--- config.mk ---
export PLATFORM = sky130hd
export DESIGN_NAME = fca_ctrl_flat
export DESIGN_NICKNAME = d
export VERILOG_FILES = /design/src/rtl/fca_pkg.sv /design/src/rtl/fca_stream_if.sv /design/src/rtl/fca_ctrl.sv /design/src/flat_wrapper.sv
export VERILOG_INCLUDE_DIRS = /design/src /design/src/rtl
export SDC_FILE = /design/constraint.sdc
export NUM_CORES = 1
export LEC_CHECK = 0
export BUFFER_PORTS_ARGS = -buffer_cell sky130_fd_sc_hd__buf_4
export CAP_MARGIN = 40
export CORE_ASPECT_RATIO = 0.75
export CORE_MARGIN = 3
export CORE_UTILIZATION = 59
export CTS_CLUSTER_DIAMETER = 50
export DETAILED_ROUTE_END_ITERATION = 7
export MAX_ROUTING_LAYER = met4
export PLACE_DENSITY = 0.87
export SYNTH_ARGS = -nofsm -noshare
export SYNTH_HDL_FRONTEND = slang
export SYNTH_SLANG_ARGS = --single-unit
--- constraint.sdc ---
create_clock -name clock -period 3.1 [get_ports clock]
set_input_delay 0.62 -clock clock [delete_from_list [all_inputs] [get_ports clock]]
set_output_delay 0.62 -clock clock [all_outputs]
set_load 0.01 [all_outputs]
--- src/rtl/fat_chain_allocator_top_macros.svh ---
// Assertion shorthands shared by the allocator modules.
// Each expects signals named clock and reset in the module that uses it.
`ifndef FAT_CHAIN_ALLOCATOR_TOP_MACROS_SVH
`define FAT_CHAIN_ALLOCATOR_TOP_MACROS_SVH

// Property that must hold at every edge outside reset
`define FCA_ASSERT_ALWAYS(lbl, prop, msg) \
   lbl: assert property (@(posedge clock) disable iff (reset) (prop)) else $error(msg);

// Same-cycle implication
`define FCA_ASSERT_IMPL(lbl, ante, cons, msg) \
   lbl: assert property (@(posedge clock) disable iff (reset) (ante) |-> (cons)) \
      else $error(msg);

`endif

--- src/rtl/fca_pkg.sv ---
package fca_pkg;

   // Field widths of the request and response words
   localparam int MODE_W   = 2;
   localparam int LEN_W    = 31;
   localparam int START_W  = 10;
   localparam int STATUS_W = 2;
   localparam int BLK_W    = 10;
   localparam int FREE_W   = 11;

   // Default sizing
   localparam int DEF_NUM_BLOCKS  = 1024;
   localparam int DEF_BLOCK_BYTES = 1024;

   typedef enum logic [MODE_W-1:0] {
      MODE_ALLOC  = 2'd0,
      MODE_FREE   = 2'd1,
      MODE_FOLLOW = 2'd2
   } mode_type;

   typedef enum logic [STATUS_W-1:0] {
      STAT_OK    = 2'd0,
      STAT_INSUF = 2'd1,
      STAT_BAD   = 2'd2
   } status_type;

   typedef struct packed {
      mode_type           mode;
      logic [LEN_W-1:0]   file_length;
      logic [START_W-1:0] start_block;
   } req_word_type;

   typedef struct packed {
      status_type        status;
      logic [BLK_W-1:0]  block_index;
      logic              chain_end;
      logic [FREE_W-1:0] avail_blocks;
   } rsp_word_type;

   typedef enum logic [3:0] {
      ST_CLEAR,
      ST_IDLE,
      ST_ALLOC_CHK,
      ST_ALLOC_SCAN,
      ST_ALLOC_END,
      ST_FREE_WALK,
      ST_FOLLOW,
      ST_RESP
   } state_type;

endpackage

--- src/rtl/fca_stream_if.sv ---
// Valid/ready channel carrying one word per handshake
interface fca_stream_if #(parameter type word_type = logic);
   logic     valid;
   logic     ready;
   word_type word;

   modport source (output valid, output word, input ready);
   modport sink   (input valid, input word, output ready);
endinterface

--- src/rtl/fca_ctrl.sv ---
`include "fat_chain_allocator_top_macros.svh"

// Request sequencer: clear sweep, allocate scan, free walk, follow, response
module fca_ctrl #(
   parameter int NUM_BLOCKS  = fca_pkg::DEF_NUM_BLOCKS,
   parameter int BLOCK_BYTES = fca_pkg::DEF_BLOCK_BYTES,
   localparam int AW = $clog2(NUM_BLOCKS),
   localparam int EW = $clog2(NUM_BLOCKS + 2)
) (
   input  logic          clock,
   input  logic          reset,
   fca_stream_if.sink    req_if,
   fca_stream_if.source  rsp_if,
   output logic          rd_en,
   output logic [AW-1:0] rd_addr,
   input  logic [EW-1:0] rd_data,
   output logic          wr_en,
   output logic [AW-1:0] wr_addr,
   output logic [EW-1:0] wr_data
);

   import fca_pkg::*;

   localparam int CW     = $clog2(NUM_BLOCKS + 1);
   localparam int BBW    = $clog2(BLOCK_BYTES + 1);
   localparam int PROD_W = CW + BBW;
   localparam int CMP_W  = (PROD_W > LEN_W) ? PROD_W : LEN_W;

   localparam logic [EW-1:0] ENT_END  = EW'(NUM_BLOCKS);
   localparam logic [EW-1:0] ENT_FREE = EW'(NUM_BLOCKS + 1);
   localparam logic [AW:0]   SCAN_LIM = (AW + 1)'(NUM_BLOCKS);
   localparam logic [AW:0]   SCAN_TOP = (AW + 1)'(NUM_BLOCKS - 1);
   localparam logic [LEN_W-1:0] BB_LEN = LEN_W'(BLOCK_BYTES);

   state_type         state_ff, state_in;
   logic [AW:0]       scan_ff, scan_in;
   logic [AW-1:0]     chk_ff, chk_in;
   logic              pend_ff, pend_in;
   logic [LEN_W-1:0]  rem_ff, rem_in;
   logic [PROD_W-1:0] prod_ff, prod_in;
   logic [CW-1:0]     fc_ff, fc_in;
   logic [AW-1:0]     prev_ff, prev_in;
   logic              have_prev_ff, have_prev_in;
   logic [AW-1:0]     first_ff, first_in;
   logic [AW-1:0]     idx_ff, idx_in;
   logic              walk_first_ff, walk_first_in;
   rsp_word_type      res_ff, res_in;
   logic              rsp_valid_ff, rsp_valid_in;
   rsp_word_type      rsp_word_ff, rsp_word_in;

   logic              accept;
   logic              start_bad;
   req_word_type      req;

   assign req       = req_if.word;
   assign accept    = req_if.valid && req_if.ready;
   assign start_bad = 32'(req.start_block) >= 32'(NUM_BLOCKS);

   assign req_if.ready = (state_ff == ST_IDLE);
   assign rsp_if.valid = rsp_valid_ff;
   assign rsp_if.word  = rsp_word_ff;

   // Control registers
   always_ff @(posedge clock) begin
      if (reset) begin
         state_ff     <= ST_CLEAR;
         scan_ff      <= '0;
         pend_ff      <= 1'b0;
         fc_ff        <= CW'(NUM_BLOCKS);
         have_prev_ff <= 1'b0;
         rsp_valid_ff <= 1'b0;
      end else begin
         state_ff     <= state_in;
         scan_ff      <= scan_in;
         pend_ff      <= pend_in;
         fc_ff        <= fc_in;
         have_prev_ff <= have_prev_in;
         rsp_valid_ff <= rsp_valid_in;
      end
   end

   // Working and payload registers
   always_ff @(posedge clock) begin
      chk_ff        <= chk_in;
      rem_ff        <= rem_in;
      prod_ff       <= prod_in;
      prev_ff       <= prev_in;
      first_ff      <= first_in;
      idx_ff        <= idx_in;
      walk_first_ff <= walk_first_in;
      res_ff        <= res_in;
      rsp_word_ff   <= rsp_word_in;
   end

   // Next state and table access
   always_comb begin
      state_in      = state_ff;
      scan_in       = scan_ff;
      chk_in        = chk_ff;
      pend_in       = pend_ff;
      rem_in        = rem_ff;
      prod_in       = prod_ff;
      fc_in         = fc_ff;
      prev_in       = prev_ff;
      have_prev_in  = have_prev_ff;
      first_in      = first_ff;
      idx_in        = idx_ff;
      walk_first_in = walk_first_ff;
      res_in        = res_ff;
      rsp_valid_in  = rsp_valid_ff;
      rsp_word_in   = rsp_word_ff;
      rd_en         = 1'b0;
      rd_addr       = '0;
      wr_en         = 1'b0;
      wr_addr       = '0;
      wr_data       = ENT_FREE;

      // Output register drains independently
      if (rsp_valid_ff && rsp_if.ready) begin
         rsp_valid_in = 1'b0;
      end

      case (state_ff)
         // Sweep every entry to free after reset
         ST_CLEAR: begin
            wr_en   = 1'b1;
            wr_addr = scan_ff[AW-1:0];
            wr_data = ENT_FREE;
            if (scan_ff == SCAN_TOP) begin
               scan_in  = '0;
               state_in = ST_IDLE;
            end else begin
               scan_in = scan_ff + (AW + 1)'(1);
            end
         end

         ST_IDLE: begin
            if (accept) begin
               res_in.status       = STAT_OK;
               res_in.block_index  = '0;
               res_in.chain_end    = 1'b0;
               res_in.avail_blocks = '0;
               case (req.mode)
                  MODE_ALLOC: begin
                     rem_in   = req.file_length;
                     prod_in  = PROD_W'(fc_ff) * PROD_W'(BLOCK_BYTES);
                     state_in = ST_ALLOC_CHK;
                  end
                  MODE_FREE, MODE_FOLLOW: begin
                     if (start_bad) begin
                        res_in.status = STAT_BAD;
                        state_in      = ST_RESP;
                     end else begin
                        rd_en         = 1'b1;
                        rd_addr       = AW'(req.start_block);
                        idx_in        = AW'(req.start_block);
                        walk_first_in = 1'b1;
                        state_in      = (req.mode == MODE_FREE) ? ST_FREE_WALK : ST_FOLLOW;
                     end
                  end
                  default: begin
                     state_in = ST_RESP;
                  end
               endcase
            end
         end

         // Enough free blocks: at least one must be free, and length must not exceed free_count * block size
         ST_ALLOC_CHK: begin
            if ((fc_ff == '0) || (CMP_W'(rem_ff) > CMP_W'(prod_ff))) begin
               res_in.status = STAT_INSUF;
               state_in      = ST_RESP;
            end else begin
               scan_in      = '0;
               pend_in      = 1'b0;
               have_prev_in = 1'b0;
               state_in     = ST_ALLOC_SCAN;
            end
         end

         // One entry read per cycle; a free hit links the previous block to it
         ST_ALLOC_SCAN: begin
            pend_in = 1'b0;
            if (scan_ff < SCAN_LIM) begin
               rd_en   = 1'b1;
               rd_addr = scan_ff[AW-1:0];
               chk_in  = scan_ff[AW-1:0];
               pend_in = 1'b1;
               scan_in = scan_ff + (AW + 1)'(1);
            end
            if (pend_ff && (rd_data == ENT_FREE)) begin
               if (have_prev_ff) begin
                  wr_en   = 1'b1;
                  wr_addr = prev_ff;
                  wr_data = EW'(chk_ff);
               end else begin
                  first_in = chk_ff;
               end
               prev_in      = chk_ff;
               have_prev_in = 1'b1;
               fc_in        = fc_ff - CW'(1);
               if (rem_ff <= BB_LEN) begin
                  pend_in  = 1'b0;
                  state_in = ST_ALLOC_END;
               end else begin
                  rem_in = rem_ff - BB_LEN;
               end
            end else if (!pend_ff && (scan_ff == SCAN_LIM)) begin
               state_in = ST_ALLOC_END;
            end
         end

         // Terminate the chain at its last block
         ST_ALLOC_END: begin
            if (have_prev_ff) begin
               wr_en   = 1'b1;
               wr_addr = prev_ff;
               wr_data = ENT_END;
            end
            res_in.block_index = BLK_W'(first_ff);
            state_in           = ST_RESP;
         end

         // Free one chain entry per cycle, next read issued from the link
         ST_FREE_WALK: begin
            walk_first_in = 1'b0;
            if (rd_data == ENT_FREE) begin
               res_in.status = walk_first_ff ? STAT_BAD : STAT_OK;
               state_in      = ST_RESP;
            end else begin
               wr_en   = 1'b1;
               wr_addr = idx_ff;
               wr_data = ENT_FREE;
               fc_in   = fc_ff + CW'(1);
               if (rd_data >= ENT_END) begin
                  state_in = ST_RESP;
               end else begin
                  rd_en   = 1'b1;
                  rd_addr = AW'(rd_data);
                  idx_in  = AW'(rd_data);
               end
            end
         end

         ST_FOLLOW: begin
            if (rd_data == ENT_FREE) begin
               res_in.status = STAT_BAD;
            end else if (rd_data >= ENT_END) begin
               res_in.chain_end = 1'b1;
            end else begin
               res_in.block_index = BLK_W'(rd_data);
            end
            state_in = ST_RESP;
         end

         // Load the output register once it is free
         ST_RESP: begin
            if (!rsp_valid_ff || rsp_if.ready) begin
               rsp_word_in              = res_ff;
               rsp_word_in.avail_blocks = FREE_W'(fc_ff);
               rsp_valid_in             = 1'b1;
               state_in                 = ST_IDLE;
            end
         end

         default: begin
            state_in = ST_IDLE;
         end
      endcase
   end

   `FCA_ASSERT_ALWAYS(a_fc_range, fc_ff <= CW'(NUM_BLOCKS), "free count above table size")
   `FCA_ASSERT_IMPL(a_idle_no_write, state_ff == ST_IDLE, !wr_en, "table write while idle")
   `FCA_ASSERT_IMPL(a_rsp_src, $rose(rsp_valid_ff), $past(state_ff) == ST_RESP, "stray response")
   `FCA_ASSERT_IMPL(a_clear_no_accept, state_ff == ST_CLEAR, !req_if.ready, "request taken during clear sweep")

endmodule

--- src/flat_wrapper.sv ---
// flat-port wrapper written by rule: the top's interface ports become plain ports
module fca_ctrl_flat import fca_pkg::*;
#(
   parameter int NUM_BLOCKS  = fca_pkg::DEF_NUM_BLOCKS,
   parameter int BLOCK_BYTES = fca_pkg::DEF_BLOCK_BYTES,
   localparam int AW = $clog2(NUM_BLOCKS),
   localparam int EW = $clog2(NUM_BLOCKS + 2)
)
  (clock, reset, rd_en, rd_addr, rd_data, wr_en, wr_addr, wr_data, req_if_valid, req_if_word, req_if_ready, rsp_if_valid, rsp_if_word, rsp_if_ready);
  fca_stream_if req_if_i ();
  fca_stream_if rsp_if_i ();
  input  logic clock;
  input  logic reset;
  output logic rd_en;
  output logic [AW-1:0] rd_addr;
  input  logic [EW-1:0] rd_data;
  output logic wr_en;
  output logic [AW-1:0] wr_addr;
  output logic [EW-1:0] wr_data;
  input wire logic [$bits(req_if_i.valid)-1:0] req_if_valid;
  input wire logic [$bits(req_if_i.word)-1:0] req_if_word;
  output wire logic [$bits(req_if_i.ready)-1:0] req_if_ready;
  output wire logic [$bits(rsp_if_i.valid)-1:0] rsp_if_valid;
  output wire logic [$bits(rsp_if_i.word)-1:0] rsp_if_word;
  input wire logic [$bits(rsp_if_i.ready)-1:0] rsp_if_ready;
  assign req_if_i.valid = req_if_valid;
  assign req_if_i.word = req_if_word;
  assign req_if_ready = req_if_i.ready;
  assign rsp_if_valid = rsp_if_i.valid;
  assign rsp_if_word = rsp_if_i.word;
  assign rsp_if_i.ready = rsp_if_ready;
  fca_ctrl #(.NUM_BLOCKS(NUM_BLOCKS), .BLOCK_BYTES(BLOCK_BYTES)) u_core (.clock(clock), .reset(reset), .req_if(req_if_i), .rsp_if(rsp_if_i), .rd_en(rd_en), .rd_addr(rd_addr), .rd_data(rd_data), .wr_en(wr_en), .wr_addr(wr_addr), .wr_data(wr_data));
endmodule
==> flow_metrics.tcl <==
set metrics [dict create \
    internal_power_w 0.00285 \
    period_needed_ps 3010 \
    avgSynthCellArea_um2 10.3 \
    dp_cells 640 \
    r2r-start "u_core.state_ff[0]" \
    arrival_ps 2390 \
    leakagePower_nw 2.39 \
    crit_top_cell "buf_4" \
    finalSetupViolations 0 \
    finalNonFillerCells 659 \
    synth_ff_type "edfxtp_1" \
    grt_setup_unrepaired "no" \
    clkPwrFrac_pct 26.0 \
    p_sw_w 0.00158 \
    r2r_end "u_core.fc_ff[10]" \
    num_vias 4315 \
    grt_max_degree 37 \
    crit_slowest_cell "or4b_4" \
    switching_share_pct 35.7 \
    rrSetupSlack_ps 420 \
    crit_family "simple AND/OR/NAND/NOR gates" \
    clk_latency_ps 350 \
    die_area_mm2 0.00968 \
    finClkSkew_ps 7.58 \
    fin_nets 590 \
    synthArstFlopShare_pct 0 \
    reg2regPathDepth 10 \
    gp_congestion 0.944 \
    critical_path_class "input pin to output pin" \
    start_kind "input pin" \
    dr.pass1.iters 6 \
    synthDistinctLibCells 65 \
    port_buffers 50 \
    postSynthCellCount 489 \
    holdWs_ps 443 \
    drc_errors 0 \
    min_path_cells 0 \
    crit_path_max_fanout 10 \
    hold_buffers 0 \
    cts.sinks 91 \
    layout_commonest_cell "buf_4" \
    yosysSeqAreaShare_pct 48.7 \
    initial_core_util_pct 62.2 \
    synth_nets 530 \
    tightest_slew_ps 789 \
    htree_levels 3 \
    hp-start "u_core.chk_ff[8]" \
    status "complete, no violations" \
    hold_violations 0 \
    max_slew_margin_pct 46.7 \
    core_area_mm2 0.00809 \
    multi_input_comb_area_mm2 0.00240 \
    grt_use_total_pct 28.1 \
    rows 28 \
    min_path_type "flip-flop to flip-flop" \
    fin_setup_tns_ps 0 \
    drt_iter0_drc 363 \
    hpwl_um 8920 \
    drt-wirelength-per-cell_um 19.6 \
    irDropWorstVdd_uv 437 \
    cp.required_ps 2480 \
    antenna_found_initial 0 \
    die_x_um 113 \
    nFillCells 550 \
    via_per_inst 6.55 \
    first_global_vias 4044 \
    clk_path_buf_depth 2 \
    yosysWarningCount 0 \
    ant_nets 0 \
    powerDensity_mw_per_mm2 746 \
    holdPathEnd "u_core.prev_ff[8]" \
    maxSlewViolCount 0 \
    grt_pass1_wl_um 20900 \
    combPwrFrac_pct 35.1 \
    worstSetupEndpointType "output pin" \
    cp_slowest_stage_delay_ps 560 \
    ys_seq_elements 91 \
    die_y_um 86.0 \
    cts-root-buf "clkbuf_16" \
    seqPwrFrac_pct 38.9 \
    max_freq_mhz 332 \
    layout.area.seq_mm2 0.00245 \
    drive_gt1_share_pct 18.1 \
    syn_to_final_growth_pct 18.1 \
    numCtsBuffers 9 \
    min_period_over_period_pct 97.3 \
    wirelength_um 12900 \
    maxCapViolCount 0 \
    overflow 0 \
    path_clk_slew_ps 60 \
    pin_count 52 \
    path_buf_inv 4 \
    synth_edf_count 63 \
    cp_cell_sequence "buf_4, or4b_4, nor3_2, nand3_1, a21boi_2, buf_12, a222oi_1, inv_1, buf_4" \
    cts_tree "built" \
    antenna_cells 0 \
    final_cell_mix "buf_4, edfxtp_1, nor2_1, nand2_1, a21oi_1" \
    syn_area_mm2 0.00503 \
]
## repair_timing
| action | in CTS | in global routing |
|---|---|---|
| gates resized for setup | 0 | 1 |
| endpoints found under the setup margin | 0 | 11 |
| setup buffers | 0 | 3 |
## power by group through the flow
stage | registers, W | logic, W | clock network (W)
finish | 0.00172 | 0.00155 | 0.00115
global route | 0.00175 | 0.00172 | 0.00120
CTS | 0.00172 | 0.00152 | 0.00116
detailed placement | 0.00174 | 0.00148 | 0
global placement | 0.00173 | 0.00142 | 0
floorplan | 0.00166 | 0.00106 | 0
## worst max path at each step
| stage | from | cells after the start | to |
|---|---|---|---|
| after floorplan | u_core.state_ff[0] | 7 | u_core.rem_ff[10] |
| after global placement | rd_data[2] | 9 | wr_addr[6] |
| after detailed placement | rd_data[2] | 9 | wr_addr[6] |
| after CTS | rd_data[2] | 9 | wr_addr[6] |
| after global routing | rd_data[1] | 9 | wr_addr[4] |
| final | rd_data[1] | 9 | wr_addr[6] |
## flip-flops by register name, indices dropped and copies added (netlist names)
| signal | flops |
|---|---|
| u_core.prod_ff | 11 |
| u_core.chk_ff | 10 |
| u_core.prev_ff | 10 |
| u_core.idx_ff | 10 |
| u_core.state_ff | 3 |
| u_core.rsp_if.word | 1 |
| u_core.scan_ff | 11 |
| u_core.pend_ff | 1 |
| u_core.rem_ff | 21 |
| u_core.have_prev_ff | 1 |
| u_core.rsp_if.valid | 1 |
| u_core.fc_ff | 11 |
## metal layers
layer	up-vias	GRT usage, %	routed length, µm
li1	1990	-	-
met1	2062	38.0	5410
met2	236	42.0	5940
met3	27	6.77	1300
met4	0	9.28	244
met5	-	-	0
## cells by family after synthesis
kind of cell / synth area share (%)
buffers and inverters: 3.73
and+or+nand+nor: 21.0
adders and majority gates: 6.37
xor gates and xnor gates: 3.48
muxes: 0.224
DFF: 48.7
AOI/OAI and AO/OA: 16.4
## through the flow
stage	worst slack, ps	cell area [µm²]	total power (W)	utilization, %
floorplan	145	5030	0.00272	-
global placement	134	5600	0.00315	69.2
detailed placement	91.2	5600	0.00322	69.2
CTS	75.8	5910	0.00439	73.1
global route	12.0	5940	0.00467	73.4
finish	85.1	5940	0.00443	73.4
## area by class of cell
type | count | area share (%)
repair buffers | 71 | 9.18
clock buffers | 10 | 3.85
well taps | 105 | 2.21
multi-input cells | 349 | 40.4
flip-flops and latches | 91 | 41.3
inverters | 27 | 1.71
clock inverters | 6 | 1.37
## Yosys cell counts (7+ instances only)
cell      number  area, µm²
dfxtp_1       28        561
nor4_1         7       43.8
nor3_1        13       65.1
clkbuf_1      17       63.8
xnor2_1       12        105
a222oi_1      10        100
and3_1        18        113
a21oi_1       31        155
edfxtp_1      63       1890
a22o_1        10       87.6
nand2b_1       7       43.8
xor2_1         8       70.1
nand2_1       33        124
nand3_1        9       45.0
nor2_1        48        180
ha_1          24        300
a311oi_1       7       61.3
inv_1         27        101
o21ai_0       12       60.1
(Power assumes the default switching activity.)
